File: src/hdl/cda_pkg.sv
package cda_pkg;

	// request command codes
	localparam logic [1:0] CMD_ADD_DAYS   = 2'd0;
	localparam logic [1:0] CMD_ADD_MONTHS = 2'd1;
	localparam logic [1:0] CMD_ADD_YEARS  = 2'd2;
	localparam logic [1:0] CMD_NONE       = 2'd3;

	localparam logic [13:0] YEAR_LAST  = 14'd9999;
	localparam logic [13:0] YEAR_CYCLE = 14'd400;
	localparam logic [3:0]  MONTH_LAST = 4'd12;

	localparam logic [4:0] MONTH_LEN [0:12] = '{
		5'd0, 5'd31, 5'd28, 5'd31, 5'd30, 5'd31, 5'd30,
		5'd31, 5'd31, 5'd30, 5'd31, 5'd30, 5'd31
	};

	// commands from the controller to the datapath
	typedef struct packed {
		logic load;
		logic div_step;
		logic set_year;
		logic mod_step;
		logic walk_step;
		logic clamp;
		logic finish;
	} dp_cmd_t;

	// status from the datapath back to the controller
	typedef struct packed {
		logic [1:0] op;
		logic       bad;
		logic       div_last;
		logic       year_ok;
		logic       mod_done;
		logic       walk_done;
		logic       out_free;
	} dp_sts_t;

	// leap test on the year reduced modulo 400
	function automatic logic is_leap(input logic [8:0] r400);
		logic by4;
		logic century;
		by4     = (r400[1:0] == 2'd0);
		century = (r400 == 9'd100) || (r400 == 9'd200) || (r400 == 9'd300);
		return by4 && !century;
	endfunction

	function automatic logic [4:0] days_in(input logic [3:0] m, input logic lp);
		logic [4:0] len;
		if (m == 4'd2 && lp)
			len = 5'd29;
		else if (m >= 4'd1 && m <= MONTH_LAST)
			len = MONTH_LEN[m];
		else
			len = 5'd30;
		return len;
	endfunction

endpackage

File: src/hdl/calendar_date_adder.sv
// Gregorian date adder. A request carries a date (start_year, start_month,
// start_day), a command (add days, add months, add years) and a signed amount;
// the block returns one result date per request. Adding days walks month by
// month with leap-year month lengths, forward or backward, so a start day
// beyond the month, or zero, is normalized by the walk. Adding months or years
// wraps months into years and clamps the day to the target month's length.
// If the start year is outside 1..9999, the start month outside 1..12, or the
// result year leaves 1..9999, out_of_range is set and the start date is
// echoed. An unused command echoes the date with out_of_range clear.
// One request is in work at a time. After acceptance, add days passes route,
// the reduction of the year modulo 400 and a walk over each month boundary
// crossed; add months passes route, the division of the month index by twelve
// (quotient, then remainder), the year update, the same reduction and the day
// clamp; add years passes route, the year update, the reduction and the clamp;
// a bad start date or the unused command goes from route to done. The month
// walk dominates add days. A finished result sits in an output register, so
// a new request may be taken while it waits.
module calendar_date_adder (
	input  logic               clk,
	input  logic               arst_n,
	input  logic               req_valid,
	output logic               req_ready,
	input  logic [1:0]         command,
	input  logic [13:0]        start_year,
	input  logic [3:0]         start_month,
	input  logic [4:0]         start_day,
	input  logic signed [15:0] amount,
	output logic               res_valid,
	input  logic               res_ready,
	output logic [13:0]        result_year,
	output logic [3:0]         result_month,
	output logic [4:0]         result_day,
	output logic               out_of_range
);
	import cda_pkg::*;

	dp_cmd_t dp_cmd;
	dp_sts_t dp_sts;

	// sequence the request through route, divide, reduce, walk or clamp
	cda_ctrl u_ctrl (
		.clk       (clk),
		.arst_n    (arst_n),
		.req_valid (req_valid),
		.req_ready (req_ready),
		.sts       (dp_sts),
		.cmd       (dp_cmd)
	);

	// hold the date, the divider, the mod-400 year and the result register
	cda_dp u_dp (
		.clk          (clk),
		.arst_n       (arst_n),
		.cmd          (dp_cmd),
		.sts          (dp_sts),
		.command      (command),
		.start_year   (start_year),
		.start_month  (start_month),
		.start_day    (start_day),
		.amount       (amount),
		.res_valid    (res_valid),
		.res_ready    (res_ready),
		.result_year  (result_year),
		.result_month (result_month),
		.result_day   (result_day),
		.out_of_range (out_of_range)
	);

endmodule

File: src/hdl/cda_ctrl.sv
module cda_ctrl (
	input  logic              clk,
	input  logic              arst_n,
	input  logic              req_valid,
	output logic              req_ready,
	input  cda_pkg::dp_sts_t  sts,
	output cda_pkg::dp_cmd_t  cmd
);
	import cda_pkg::*;

	localparam logic [2:0] S_IDLE  = 3'd0;
	localparam logic [2:0] S_ROUTE = 3'd1;
	localparam logic [2:0] S_DIV   = 3'd2;
	localparam logic [2:0] S_YEAR  = 3'd3;
	localparam logic [2:0] S_MOD   = 3'd4;
	localparam logic [2:0] S_WALK  = 3'd5;
	localparam logic [2:0] S_CLAMP = 3'd6;
	localparam logic [2:0] S_DONE  = 3'd7;

	logic [2:0] state_q;
	logic [2:0] state_d;

	always_comb begin
		state_d   = state_q;
		cmd       = '0;
		req_ready = 1'b0;
		case (state_q)
			S_IDLE: begin
				req_ready = 1'b1;
				if (req_valid) begin
					cmd.load = 1'b1;
					state_d  = S_ROUTE;
				end
			end
			S_ROUTE: begin
				if (sts.bad || sts.op == CMD_NONE)
					state_d = S_DONE;
				else if (sts.op == CMD_ADD_DAYS)
					state_d = S_MOD;
				else if (sts.op == CMD_ADD_MONTHS)
					state_d = S_DIV;
				else
					state_d = S_YEAR;
			end
			S_DIV: begin
				cmd.div_step = 1'b1;
				if (sts.div_last)
					state_d = S_YEAR;
			end
			S_YEAR: begin
				cmd.set_year = 1'b1;
				state_d = sts.year_ok ? S_MOD : S_DONE;
			end
			S_MOD: begin
				if (sts.mod_done)
					state_d = (sts.op == CMD_ADD_DAYS) ? S_WALK : S_CLAMP;
				else
					cmd.mod_step = 1'b1;
			end
			S_WALK: begin
				if (sts.walk_done)
					state_d = S_DONE;
				else
					cmd.walk_step = 1'b1;
			end
			S_CLAMP: begin
				cmd.clamp = 1'b1;
				state_d   = S_DONE;
			end
			S_DONE: begin
				if (sts.out_free) begin
					cmd.finish = 1'b1;
					state_d    = S_IDLE;
				end
			end
			default: state_d = S_IDLE;
		endcase
	end

	always_ff @(posedge clk or negedge arst_n) begin
		if (!arst_n)
			state_q <= S_IDLE;
		else
			state_q <= state_d;
	end

endmodule

File: src/hdl/cda_dp.sv
module cda_dp (
	input  logic              clk,
	input  logic              arst_n,
	input  cda_pkg::dp_cmd_t  cmd,
	output cda_pkg::dp_sts_t  sts,
	input  logic [1:0]        command,
	input  logic [13:0]       start_year,
	input  logic [3:0]        start_month,
	input  logic [4:0]        start_day,
	input  logic signed [15:0] amount,
	output logic              res_valid,
	input  logic              res_ready,
	output logic [13:0]       result_year,
	output logic [3:0]        result_month,
	output logic [4:0]        result_day,
	output logic              out_of_range
);
	import cda_pkg::*;

	localparam logic [15:0] DIVISOR  = 16'd12;
	// ceil(2^19 / 12); exact quotient for any index magnitude below 2^16 / 2
	localparam logic [15:0] RECIP_12 = 16'd43691;

	// held request
	logic [1:0]          op_q;
	logic [13:0]         y0_q;
	logic [3:0]          m0_q;
	logic [4:0]          d0_q;
	logic signed [15:0]  amt_q;
	logic                bad_q;

	// working date
	logic signed [14:0]  yr_q;
	logic [3:0]          mo_q;
	logic signed [16:0]  dy_q;
	logic [13:0]         m400_q;

	// month index division by twelve: quotient first, remainder next cycle
	logic [15:0]         rem_q;
	logic [11:0]         quo_q;
	logic                div_ph_q;
	logic                neg_q;

	// result register
	logic                res_valid_q;
	logic [13:0]         res_year_q;
	logic [3:0]          res_month_q;
	logic [4:0]          res_day_q;
	logic                res_oor_q;

	logic                in_bad;
	logic signed [16:0]  idx;
	logic signed [16:0]  dy_load;
	logic [11:0]         quo_est;
	logic [15:0]         quo_x12;
	logic signed [12:0]  q_s;
	logic [3:0]          r_m;
	logic signed [16:0]  y0_ext;
	logic signed [16:0]  yt;
	logic                leap;
	logic [4:0]          dim_cur;
	logic [4:0]          dim_prev;
	logic [4:0]          d_lo;
	logic                fwd;
	logic                back;
	logic                yr_bad;

	assign in_bad = (start_year == 14'd0) || (start_year > YEAR_LAST) ||
		(start_month == 4'd0) || (start_month > MONTH_LAST);
	assign idx = $signed({13'd0, start_month}) - 17'sd1 + $signed({amount[15], amount});
	assign dy_load = $signed({12'd0, start_day}) + $signed({amount[15], amount});
	assign quo_est = 12'(({16'd0, rem_q} * {16'd0, RECIP_12}) >> 19);
	assign quo_x12 = {2'd0, quo_q, 2'd0} + {1'b0, quo_q, 3'd0};

	// floor division fixup for a negative month index
	always_comb begin
		if (neg_q && rem_q != 16'd0) begin
			q_s = -$signed({1'b0, quo_q}) - 13'sd1;
			r_m = 4'(16'd12 - rem_q);
		end else if (neg_q) begin
			q_s = -$signed({1'b0, quo_q});
			r_m = 4'd0;
		end else begin
			q_s = $signed({1'b0, quo_q});
			r_m = rem_q[3:0];
		end
	end

	assign y0_ext = $signed({3'd0, y0_q});
	assign yt = (op_q == CMD_ADD_MONTHS) ?
		y0_ext + $signed({{4{q_s[12]}}, q_s}) :
		y0_ext + $signed({amt_q[15], amt_q});

	assign leap     = is_leap(m400_q[8:0]);
	assign dim_cur  = days_in(mo_q, leap);
	assign dim_prev = (mo_q == 4'd1) ? 5'd31 : days_in(mo_q - 4'd1, leap);
	assign d_lo     = (d0_q == 5'd0) ? 5'd1 : d0_q;
	assign fwd      = dy_q > $signed({12'd0, dim_cur});
	assign back     = dy_q < 17'sd1;
	assign yr_bad   = (yr_q < 15'sd1) || (yr_q > 15'sd9999);

	assign sts.op        = op_q;
	assign sts.bad       = bad_q;
	assign sts.div_last  = div_ph_q;
	assign sts.year_ok   = (yt >= 17'sd1) && (yt <= 17'sd9999);
	assign sts.mod_done  = (m400_q < YEAR_CYCLE);
	assign sts.walk_done = !fwd && !back;
	assign sts.out_free  = !res_valid_q || res_ready;

	always_ff @(posedge clk) begin
		if (cmd.load) begin
			op_q     <= command;
			y0_q     <= start_year;
			m0_q     <= start_month;
			d0_q     <= start_day;
			amt_q    <= amount;
			bad_q    <= in_bad;
			yr_q     <= $signed({1'b0, start_year});
			mo_q     <= start_month;
			dy_q     <= (command == CMD_ADD_DAYS) ? dy_load : $signed({12'd0, start_day});
			m400_q   <= start_year;
			neg_q    <= idx[16];
			rem_q    <= idx[16] ? 16'(-idx) : idx[15:0];
			quo_q    <= '0;
			div_ph_q <= 1'b0;
		end
		if (cmd.div_step) begin
			if (!div_ph_q)
				quo_q <= quo_est;
			else
				rem_q <= rem_q - quo_x12;
			div_ph_q <= 1'b1;
		end
		if (cmd.set_year) begin
			if (sts.year_ok) begin
				yr_q   <= yt[14:0];
				m400_q <= yt[13:0];
				if (op_q == CMD_ADD_MONTHS)
					mo_q <= r_m + 4'd1;
			end else begin
				bad_q <= 1'b1;
			end
		end
		if (cmd.mod_step)
			m400_q <= m400_q - YEAR_CYCLE;
		if (cmd.walk_step) begin
			if (fwd) begin
				dy_q <= dy_q - $signed({12'd0, dim_cur});
				if (mo_q == MONTH_LAST) begin
					mo_q   <= 4'd1;
					yr_q   <= yr_q + 15'sd1;
					m400_q <= (m400_q == YEAR_CYCLE - 14'd1) ? 14'd0 : m400_q + 14'd1;
				end else begin
					mo_q <= mo_q + 4'd1;
				end
			end else begin
				dy_q <= dy_q + $signed({12'd0, dim_prev});
				if (mo_q == 4'd1) begin
					mo_q   <= MONTH_LAST;
					yr_q   <= yr_q - 15'sd1;
					m400_q <= (m400_q == 14'd0) ? YEAR_CYCLE - 14'd1 : m400_q - 14'd1;
				end else begin
					mo_q <= mo_q - 4'd1;
				end
			end
		end
		if (cmd.clamp)
			dy_q <= $signed({12'd0, (d_lo > dim_cur) ? dim_cur : d_lo});
	end

	always_ff @(posedge clk or negedge arst_n) begin
		if (!arst_n)
			res_valid_q <= 1'b0;
		else if (cmd.finish)
			res_valid_q <= 1'b1;
		else if (res_ready)
			res_valid_q <= 1'b0;
	end

	always_ff @(posedge clk) begin
		if (cmd.finish) begin
			if (bad_q || yr_bad) begin
				res_year_q  <= y0_q;
				res_month_q <= m0_q;
				res_day_q   <= d0_q;
				res_oor_q   <= 1'b1;
			end else begin
				res_year_q  <= yr_q[13:0];
				res_month_q <= mo_q;
				res_day_q   <= dy_q[4:0];
				res_oor_q   <= 1'b0;
			end
		end
	end

	assign res_valid    = res_valid_q;
	assign result_year  = res_year_q;
	assign result_month = res_month_q;
	assign result_day   = res_day_q;
	assign out_of_range = res_oor_q;

	a_walk_reduced: assert property (@(posedge clk) disable iff (!arst_n)
		cmd.walk_step |-> m400_q < YEAR_CYCLE)
		else $error("month walk started before year reduction finished");

	a_finish_free: assert property (@(posedge clk) disable iff (!arst_n)
		cmd.finish |-> (!res_valid_q || res_ready))
		else $error("result overwritten before it was taken");

	a_div_rem: assert property (@(posedge clk) disable iff (!arst_n)
		cmd.set_year && op_q == CMD_ADD_MONTHS |-> rem_q < DIVISOR)
		else $error("month index remainder not below twelve");

	a_year_ok: assert property (@(posedge clk) disable iff (!arst_n)
		res_valid_q && !res_oor_q |-> res_year_q >= 14'd1 && res_year_q <= YEAR_LAST)
		else $error("in-range result carries a year outside 1..9999");

	a_date_ok: assert property (@(posedge clk) disable iff (!arst_n)
		res_valid_q && !res_oor_q |->
		res_month_q >= 4'd1 && res_month_q <= MONTH_LAST)
		else $error("in-range result carries a bad month");

endmodule

File: config.mk
export PLATFORM = sky130hd
export DESIGN_NAME = calendar_date_adder
export DESIGN_NICKNAME = d
export VERILOG_FILES = /design/src/hdl/cda_pkg.sv /design/src/hdl/calendar_date_adder.sv /design/src/hdl/cda_ctrl.sv /design/src/hdl/cda_dp.sv
export SDC_FILE = /design/constraint.sdc
export NUM_CORES = 1
export LEC_CHECK = 0
export ABC_AREA = 1
export CAP_MARGIN = 25
export CORE_MARGIN = 3
export CORE_UTILIZATION = 31
export CTS_CLUSTER_SIZE = 10
export DETAILED_ROUTE_END_ITERATION = 7
export DONT_BUFFER_PORTS = 1
export PLACE_DENSITY = 0.55
export SLEW_MARGIN = 0
export SYNTH_ARGS = -nofsm -noshare
export SYNTH_HDL_FRONTEND = slang
export SYNTH_SLANG_ARGS = --single-unit
File: constraint.sdc
create_clock -name clk -period 7.2 [get_ports clk]
set_input_delay 0.72 -clock clk [delete_from_list [all_inputs] [get_ports clk]]
set_output_delay 0.72 -clock clk [all_outputs]
set_load 0.05 [all_outputs]
### After elaboration in Yosys (flattened, before gate mapping)

Memories as Yosys holds them, arrays and structs flattened.
Cells that the tools add are included.

| word-level totals | value |
|---|---|
| memories | 2 |
| output and inout bits | 26 |
| bits of input ports | 45 |
| memory bits (read-only) | 160 |
| register bits | 150 |

Memory list:

| name | depth | width | read ports | clocked after memory_dff | write ports | RTL line | text |
|---|---|---|---|---|---|---|---|
| (name not given) | 16 | 5 | 1 | 0 | 0 | cda_pkg.sv:54 | `len = MONTH_LEN[m];` |
| (name not given) | 16 | 5 | 1 | 0 | 0 | cda_pkg.sv:54 |  |

| operators by class | value |
|---|---|
| bitwise operators | 2 |
| multiplexer cells | 85 |
| $add $sub $neg | 21 |
| multiply operators | 1 |
| $lt $le $gt $ge | 16 |
| reduce and logical (&&, ||, !) cells | 34 |
| equality and inequality tests | 22 |

Operators with widths:

| kind | number |
|---|---|
| two-way mux 14 bit | 11 |
| two-way mux 15 bit | 7 |
| two-way mux 17 bit | 5 |
| two-way mux 5 bit | 13 |
| two-way mux 16 bit | 4 |
| two-way mux 4 bit | 11 |
| two-way mux 12 bit | 3 |
| multiplier 16 x 16 -> 31 bit, second input constant | 1 |
| zero test 14 bit | 2 |
| two-way mux 13 bit | 2 |
| one-hot mux 3 bit (8 select lines) | 1 |
| two-way mux 3 bit | 7 |
| two-way mux 1 bit | 19 |
| adder 15 x 16 -> 17 bit | 1 |
| adder 17 x 6 -> 17 bit | 1 |
| adder 5 x 16 -> 17 bit | 1 |
| adder 6 x 16 -> 17 bit | 1 |
| greater-or-equal comparator 17 x 2 -> 1 bit, second input constant | 1 |
| > comparator 17 x 6 -> 1 bit | 1 |
| less-or-equal comparator 17 x 15 -> 1 bit, second input constant | 1 |
| < comparator 17 x 2 -> 1 bit, second input constant | 1 |
| subtractor 17 x 6 -> 17 bit | 1 |
| adder 14 x 15 -> 16 bit | 1 |
| adder 15 x 13 -> 16 bit | 1 |
| other kinds (49) | 84 |

### Longest topological paths before layout

Gate-level depths: netlist (run 1).

| logic depth | value |
|---|---|
| depth in word-level cells | 14 |
| mapped depth | 35 |
| depth with buffers taken out | 35 |

### Modules after synthesis

From an unflattened synthesis (run 1), not the netlist that was laid out.

| second synthesis, totals | value |
|---|---|
| cell total of the unflattened synthesis | 2861 |
| area total of the unflattened synthesis | 19762.7 um2 |

Modules (own cells, without submodules):

| module | area each (um2) | instances | cells an instance | seq. area each (um2) |
|---|---|---|---|---|
| cda_dp | 19329.8 | 1 | 2788 | 3658.5 |
| cda_ctrl | 432.9 | 1 | 73 | 75.1 |

### Worst setup path after synthesis (run 1)

OpenSTA, ideal clock, no wires.

| timing path | value |
|---|---|
| kind | reg-to-reg |
| from | register u_dp.rem_q[1] |
| to | register u_dp.quo_q[10] |
| library setup time | 115 ps |
| clock period less this slack | 5183 ps |
| stages on the path, launching flop included | 23 |
| path slack | 2017 ps |
| buffers on the path | 0 |
| data arrival time | 5067 ps |
| path through | dfxtp_1 -> ha_1 -> inv_1 -> fa_1 -> fa_1 -> inv_1 -> fa_1 -> fa_1 -> fa_1 -> ha_1 -> nand2_1 -> nor4_1 -> nand3_1 -> nand3_1 -> a21oi_1 -> o21ai_0 -> nand2_1 -> nand2_1 -> nand2_1 -> nand2_1 -> xor2_1 -> o21ai_0 -> inv_1 |

| between the ends | value |
|---|---|
| cells in the longest elaborated chain, start to end | 3 |

Ends and longest elaborated chain:

| what | RTL line | text |
|---|---|---|
| from (decl) | cda_dp.sv:39 | `logic [15:0] rem_q;` |
| from (signal assigned) | cda_dp.sv:123 | `rem_q <= idx[16] ? 16'(-idx) : idx[15:0];` |
| from (signal assigned) | cda_dp.sv:131 | `rem_q <= rem_q - quo_x12;` |
| multiplier 16 x 16 -> 31 bit | cda_dp.sv:72 | `assign quo_est = 12'(({16'd0, rem_q} * {16'd0, RECIP_12}) >> 19);` |
| two-way mux 12 bit | cda_dp.sv:128 | `if (!div_ph_q)` |
| two-way mux 12 bit | cda_dp.sv:127 | `if (cmd.div_step) begin` |
| to (signal assigned) | cda_dp.sv:129 | `quo_q <= quo_est;` |
| to (decl) | cda_dp.sv:40 | `logic [11:0] quo_q;` |

No other way between the ends.
A chain may end at the register's enable or synchronous reset.

### Final worst setup path (run 1)

| timing path | value |
|---|---|
| from | register u_dp.rem_q[0] |
| to | register u_dp.quo_q[11] |

Same word-level chain as after synthesis.

==> impl_metrics.env, run 1 <==
export IMPL_muxShareOfSynthArea=0.00167
export IMPL_end_kind="flop"
export IMPL_maxSlewViolCount=0
export IMPL_rr_worst_depth=21
export IMPL_grtUsageTotal=0.186
export IMPL_antenna_found_initial=0
export IMPL_outcome="finished clean"
export IMPL_layout_common_cells="561 x nand2_1, 448 x inv_1, 242 x ha_1"
export IMPL_synth_top_family_by_area="adder cells"
export IMPL_layout_commonest_cell="nand2_1"
export IMPL_rsz0062_at_grt="false"
export IMPL_max_cap_viol_count=0
export IMPL_arrival_ps=6230
export IMPL_fill_cells=6764
export IMPL_dpl_hpwl_mm=49.6
export IMPL_drt_total_wl_mm=61.8
export IMPL_yosysTopAreaCell="ha_1"
export IMPL_whs_endpoint="u_dp.res_valid"
export IMPL_ff2ff_setup_slack_ps=1340
export IMPL_place_gp_congestion=0.903
export IMPL_synth_nets=3125
export IMPL_synth_distinct_cells=62
export IMPL_clock_sinks=150
export IMPL_via_count=18021
export IMPL_drive_gt1_frac=0.0431
export IMPL_ant_nets=0
export IMPL_synth_edf_count=71
export IMPL_timing_rr_end="u_dp.quo_q[11]"
export IMPL_setup_tns_ps=0
export IMPL_synth_cells=2740
export IMPL_synth_top_cell_area_share=0.156
export IMPL_drt_iter0_drc=1304
export IMPL_cp_start_kind="flop"
export IMPL_clkSlewWorstSetupHoldPaths_ps=70
export IMPL_ctsResizeCount=0
export IMPL_synth_xor_area_frac=0.0436
export IMPL_clk_latency_ps=460
export IMPL_slew_headroom=0.404
export IMPL_ios=71
export IMPL_regArea_um2=3730
export IMPL_placementRows=91
export IMPL_ys_flop_type="dfxtp_1"
export IMPL_setup_worst_path_start="u_dp.rem_q[0]"
export IMPL_min_path_cells=1
export IMPL_crit_path_max_fanout=9
export IMPL_overflow=0
export IMPL_grt_max_degree=63
export IMPL_critical_path_class="flop to flop"
export IMPL_die_h_um=256
export IMPL_cts_root_buffer="clkbuf_16"
export IMPL_yosysWarnings=0
export IMPL_period_minus_slack_ps=5860
export IMPL_multi_input_area_um2=13700
export IMPL_final_nets=3086
export IMPL_grt_pass1_wl_mm=97.5
export IMPL_cts_buffer_depth=2
export IMPL_coreArea_um2=61900
export IMPL_drtPass1Iterations=6
export IMPL_die_area_um2=65800
export IMPL_synth_adder_area_share=0.257
export IMPL_diodes=0
export IMPL_cts_buffers=17
export IMPL_crit_required_ps=7560
export IMPL_hold_violations=0
export IMPL_r2r_start="u_dp.rem_q[0]"
export IMPL_ys_ff_latch=150
export IMPL_die_width_um=256
export IMPL_avgViaCountPerCell=5.07
export IMPL_syn_area_um2=19400
export IMPL_start_util=0.314
export IMPL_seq_area_frac_synth=0.192
export IMPL_finalCritPeriodShare=0.814
export IMPL_avgSynthCellArea_um2=7.10
export IMPL_htree_num_levels=4
export IMPL_max_freq_mhz=171
export IMPL_synth_area_top_cells="ha_1 16%, edfxtp_1 11%, nand2_1 11%"
export IMPL_min_from="res_ready"
export IMPL_synthSimpleGateAreaFrac=0.253
export IMPL_hp_class="input pin to flop"
export IMPL_cts_tree="done"
export IMPL_io_buffers=0
export IMPL_area_delta_synth_final_pct=7.48
export IMPL_synthArstFlopShare=0.0267
export IMPL_route_detailed_wl_per_inst_um=17.4
export IMPL_grt_pass1_vias=16951
export IMPL_finalClockSkew_ps=13.9
export IMPL_tightest_slew_ps=892
export IMPL_setup_viol=0
export IMPL_drc_errors=0
export IMPL_synth_compound_area_frac=0.149
layout make-up:
| type | instances | share of cell area |
|---|---|---|
| Timing Repair Buffer | 16 | 0.00587 |
| Sequential cell | 150 | 0.179 |
| Tap cell | 837 | 0.0501 |
| Multi-Input combinational cell | 2060 | 0.656 |
| Clock inverter | 14 | 0.00712 |
| Inverter | 456 | 0.0819 |
| Clock buffer | 18 | 0.0205 |
layer usage:
metal  share of wire  up-vias  GRT usage
met2            0.43      540      0.285
met5               0        -          0
met1            0.49     8422      0.276
met3           0.069       49     0.0350
met4           0.014        0     0.0306
li1                -     9010          -
per-stage QoR:
| step | instance area [µm²] | worst slack (ps) | utilization | std cells | hold WS [ps] |
|---|---|---|---|---|---|
| 5_1_grt | 20900 | 921 | 0.337 | 3551 | 329 |
| 6_report | 20900 | 1340 | 0.337 | 3551 | 353 |
| 3_3_place_gp | 20300 | 1510 | 0.328 | 3518 | 425 |
| 2_1_floorplan | 19400 | 2020 | - | 2740 | 424 |
| 3_5_place_dp | 20300 | 1320 | 0.328 | 3518 | 425 |
| 4_1_cts | 20900 | 1310 | 0.337 | 3551 | 332 |
critical path, stage by stage (launching register included):
cell     delay, ps
dfxtp_1        590
ha_1           350
inv_1           90
fa_1           490
fa_1           540
inv_1           60
fa_1           500
fa_1           520
fa_1           500
ha_1           330
nand4_1        130
nor3_1         260
nand4_1        160
nand3_1        160
nand2_1         80
a21oi_1        290
nand3_1        170
o21ai_0        240
or2_2          150
nand3_1         50
nand2_1         60
inv_1           30
sequential cells by signal, indices dropped and copies added (netlist names):
name and cells:
u_dp.dy_q 17, u_dp.amt_q 16, u_dp.rem_q 16, u_dp.yr_q 15
u_dp.m400_q 14, u_dp.result_year 14, u_dp.y0_q 14, u_dp.quo_q 12
u_dp.d0_q 5, u_dp.result_day 5, u_dp.m0_q 4, u_dp.mo_q 4
u_dp.result_month 4, u_ctrl.state_q 3, u_dp.op_q 2, u_dp.bad_q 1
u_dp.div_ph_q 1, u_dp.neg_q 1, u_dp.out_of_range 1, u_dp.res_valid 1
cell families (layout without fill, tap and decap cells):
family | count (synthesis) | after routing
AO/OA/AOI/OAI | 500 | 500
XOR/XNOR | 96 | 96
adder cells (fa/ha/maj) | 340 | 340
buffers and inverters | 530 | 504
flip-flops | 150 | 150
multiplexers | 3 | 3
AND/OR/NAND/NOR | 1121 | 1121
worst max path at each step:
| stage | endpoint | slack [ps] | cells past startpoint |
|---|---|---|---|
| 4_1_cts | u_dp.quo_q[11] | 1310 | 21 |
| 3_5_place_dp | u_dp.quo_q[11] | 1320 | 21 |
| 5_1_grt | u_dp.quo_q[11] | 920 | 21 |
| 6_report | u_dp.quo_q[11] | 1340 | 21 |
| 3_3_place_gp | u_dp.quo_q[11] | 1510 | 21 |
| 2_1_floorplan | u_dp.quo_q[10] | 2020 | 22 |
cell usage after synthesis (7+ instances only):
cell / number
nor2_1: 199
xor2_1: 73
nand2_1: 562
nand3_1: 194
a21oi_1: 152
a21o_1: 7
o31ai_1: 11
nand4_1: 46
buf_2: 9
fa_1: 98
inv_1: 448
nor4_1: 9
a211oi_1: 7
nand3_2: 16
or2_2: 18
xnor2_1: 22
nor3_1: 44
o21ai_0: 186
a31oi_1: 26
edfxtp_1: 71
o22ai_1: 26
o211ai_1: 24
dfxtp_1: 75
clkbuf_1: 48
nand3b_1: 8
buf_1: 11
ha_1: 242
repair_timing:
action,4_1_cts,5_1_grt
hold endpoints to repair,4,0
buffers inserted,0,0
hold buffers,1,0
Power of run 1 is not shown: default switching activity piles up to over one toggle a cycle in this logic, so the estimate is an artifact.
==> inputs of run 2 (changes only) <==
Clock period 7.2 ns to 5.44 ns, I/O delays scaled along.
==> run 2 against run 1 <==
Hold slack got worse by 190 ps. Flip-flop and latch count stayed put. Critical endpoint is now u_dp.quo_q[5]. Highest routed layer unchanged. Non-clock buffer count is 48 higher. Core utilization grew 1.0 points. Die area unchanged. First-iteration DRC count up 9.4%. Wire length up 0.39%.
==> impl_metrics.env, run 2 (synthesized netlist as in run 1, its figures left out) <==
export IMPL_hp_class="input pin to flop"
export IMPL_clk_latency_ps=470
export IMPL_grt_max_degree=58
export IMPL_grt_pass1_vias=17042
export IMPL_timing_rr_end="u_dp.quo_q[5]"
export IMPL_r2r_start="u_dp.rem_q[2]"
export IMPL_whs_endpoint="u_dp.y0_q[11]"
export IMPL_rsz0062_at_grt="false"
export IMPL_regArea_um2=3740
export IMPL_avgViaCountPerCell=5.07
export IMPL_cp_start_kind="flop"
export IMPL_die_area_um2=65800
export IMPL_largest_register_ffs=17
export IMPL_dpl_hpwl_mm=50.1
export IMPL_layout_common_cells="558 x nand2_1, 447 x inv_1, 235 x ha_1"
export IMPL_ios=71
export IMPL_drtPass1Iterations=7
export IMPL_die_width_um=256
export IMPL_layout_commonest_cell="nand2_1"
export IMPL_cts_tree="done"
export IMPL_rr_worst_depth=19
export IMPL_final_nets=3134
export IMPL_placementRows=91
export IMPL_tightest_slew_ps=973
export IMPL_grt_pass1_wl_mm=96.9
export IMPL_cts_root_buffer="clkbuf_16"
export IMPL_regMostFlops="u_dp.dy_q"
export IMPL_route_detailed_wl_per_inst_um=17.2
export IMPL_antenna_found_initial=0
export IMPL_drc_errors=0
export IMPL_hold_violations=0
export IMPL_cts_buffers=17
export IMPL_clock_sinks=150
export IMPL_overflow=0
export IMPL_clkSlewWorstSetupHoldPaths_ps=70
export IMPL_htree_num_levels=4
export IMPL_crit_path_max_fanout=4
export IMPL_finalClockSkew_ps=14.7
export IMPL_cts_buffer_depth=2
export IMPL_via_count=18239
export IMPL_setup_viol=0
export IMPL_maxSlewViolCount=0
export IMPL_coreArea_um2=61900
export IMPL_slew_headroom=0.350
export IMPL_ant_nets=0
export IMPL_critical_path_class="flop to flop"
export IMPL_place_area_um2=20700
export IMPL_period_minus_slack_ps=5190
export IMPL_arrival_ps=5530
export IMPL_diodes=0
export IMPL_die_h_um=256
export IMPL_min_from="start_year[11]"
export IMPL_ff2ff_setup_slack_ps=250
export IMPL_drive_gt1_frac=0.0699
export IMPL_area_delta_synth_final_pct=10.7
export IMPL_outcome="finished clean"
export IMPL_drt_iter0_drc=1426
export IMPL_stdcell_area_um2=21500
export IMPL_grtUsageTotal=0.186
export IMPL_max_freq_mhz=193
export IMPL_crit_required_ps=5770
export IMPL_drt_total_wl_mm=62.0
export IMPL_start_util=0.314
export IMPL_top_regs="u_dp.dy_q (17), u_dp.amt_q (16), u_dp.rem_q (16)"
export IMPL_end_kind="flop"
export IMPL_fill_cells=6734
export IMPL_max_cap_viol_count=0
export IMPL_io_buffers=0
export IMPL_multi_input_area_um2=13900
export IMPL_place_gp_congestion=0.882
export IMPL_finalCritPeriodShare=0.954
export IMPL_min_path_cells=0
[run 2: repair_timing]
item                       in CTS  in global routing
hold buffers                    1                  0
gates resized for setup         1                 35
pin swaps                       0                 19
cloned                          0                  0
setup buffers                   0                  2
setup endpoints to repair       1                 37
hold endpoints to repair        4                  0
[run 2: final cells by class]
class | instances | share of cell area
Tap cell | 837 | 0.0486
Sequential cell | 150 | 0.174
Timing Repair Buffer | 64 | 0.0224
Multi-Input combinational cell | 2060 | 0.644
Inverter | 456 | 0.0796
Clock inverter | 14 | 0.0114
Clock buffer | 18 | 0.0199
[run 2: worst max path at each step]
| stage | startpoint | to | slack [ps] | depth (start not counted) |
|---|---|---|---|---|
| global placement | u_dp.rem_q[2] | u_dp.quo_q[10] | 110 | 22 |
| CTS | u_dp.rem_q[2] | u_dp.quo_q[11] | 60 | 21 |
| detailed placement | u_dp.rem_q[5] | u_dp.quo_q[11] | -10 | 21 |
| global route | u_dp.rem_q[2] | u_dp.quo_q[10] | 10 | 24 |
| finish | u_dp.rem_q[2] | u_dp.quo_q[5] | 250 | 19 |
| floorplan | u_dp.rem_q[1] | u_dp.quo_q[10] | 260 | 22 |
[run 2: routing by layer]
layer | GRT usage | vias to the layer above | wire length, µm
met5 | 0 | - | 0
met4 | 0.0454 | 0 | 1230
met3 | 0.0461 | 67 | 4650
met2 | 0.283 | 553 | 26600
met1 | 0.265 | 8509 | 29600
li1 | - | 9110 | -
[run 2: per-stage QoR]
stage	cells	util	setup WS [ps]	TNS [ps]	hold slack, ps
floorplan	2740	-	257	0	248
global placement	3564	0.334	111	0	249
detailed placement	3564	0.334	-14.7	-14.7	249
CTS	3597	0.345	55.2	0	148
global route	3599	0.348	13.8	0	149
finish	3599	0.348	249	0	165
[run 2: worst max-delay path: stages (launching register included)]
cell and delay [ps]:
dfxtp_1 350, ha_1 310, inv_1 60, fa_1 490, inv_1 50, fa_1 560
fa_1 450, fa_1 570, fa_1 450, ha_4 300, nand4_1 160, nor3_2 260
nand4_1 160, nand3_2 130, nand2_2 90, a21oi_4 200, a21boi_2 70, or2_2 270
nand3_1 70, o31ai_1 60
Power of run 2 is left out for the same reason.
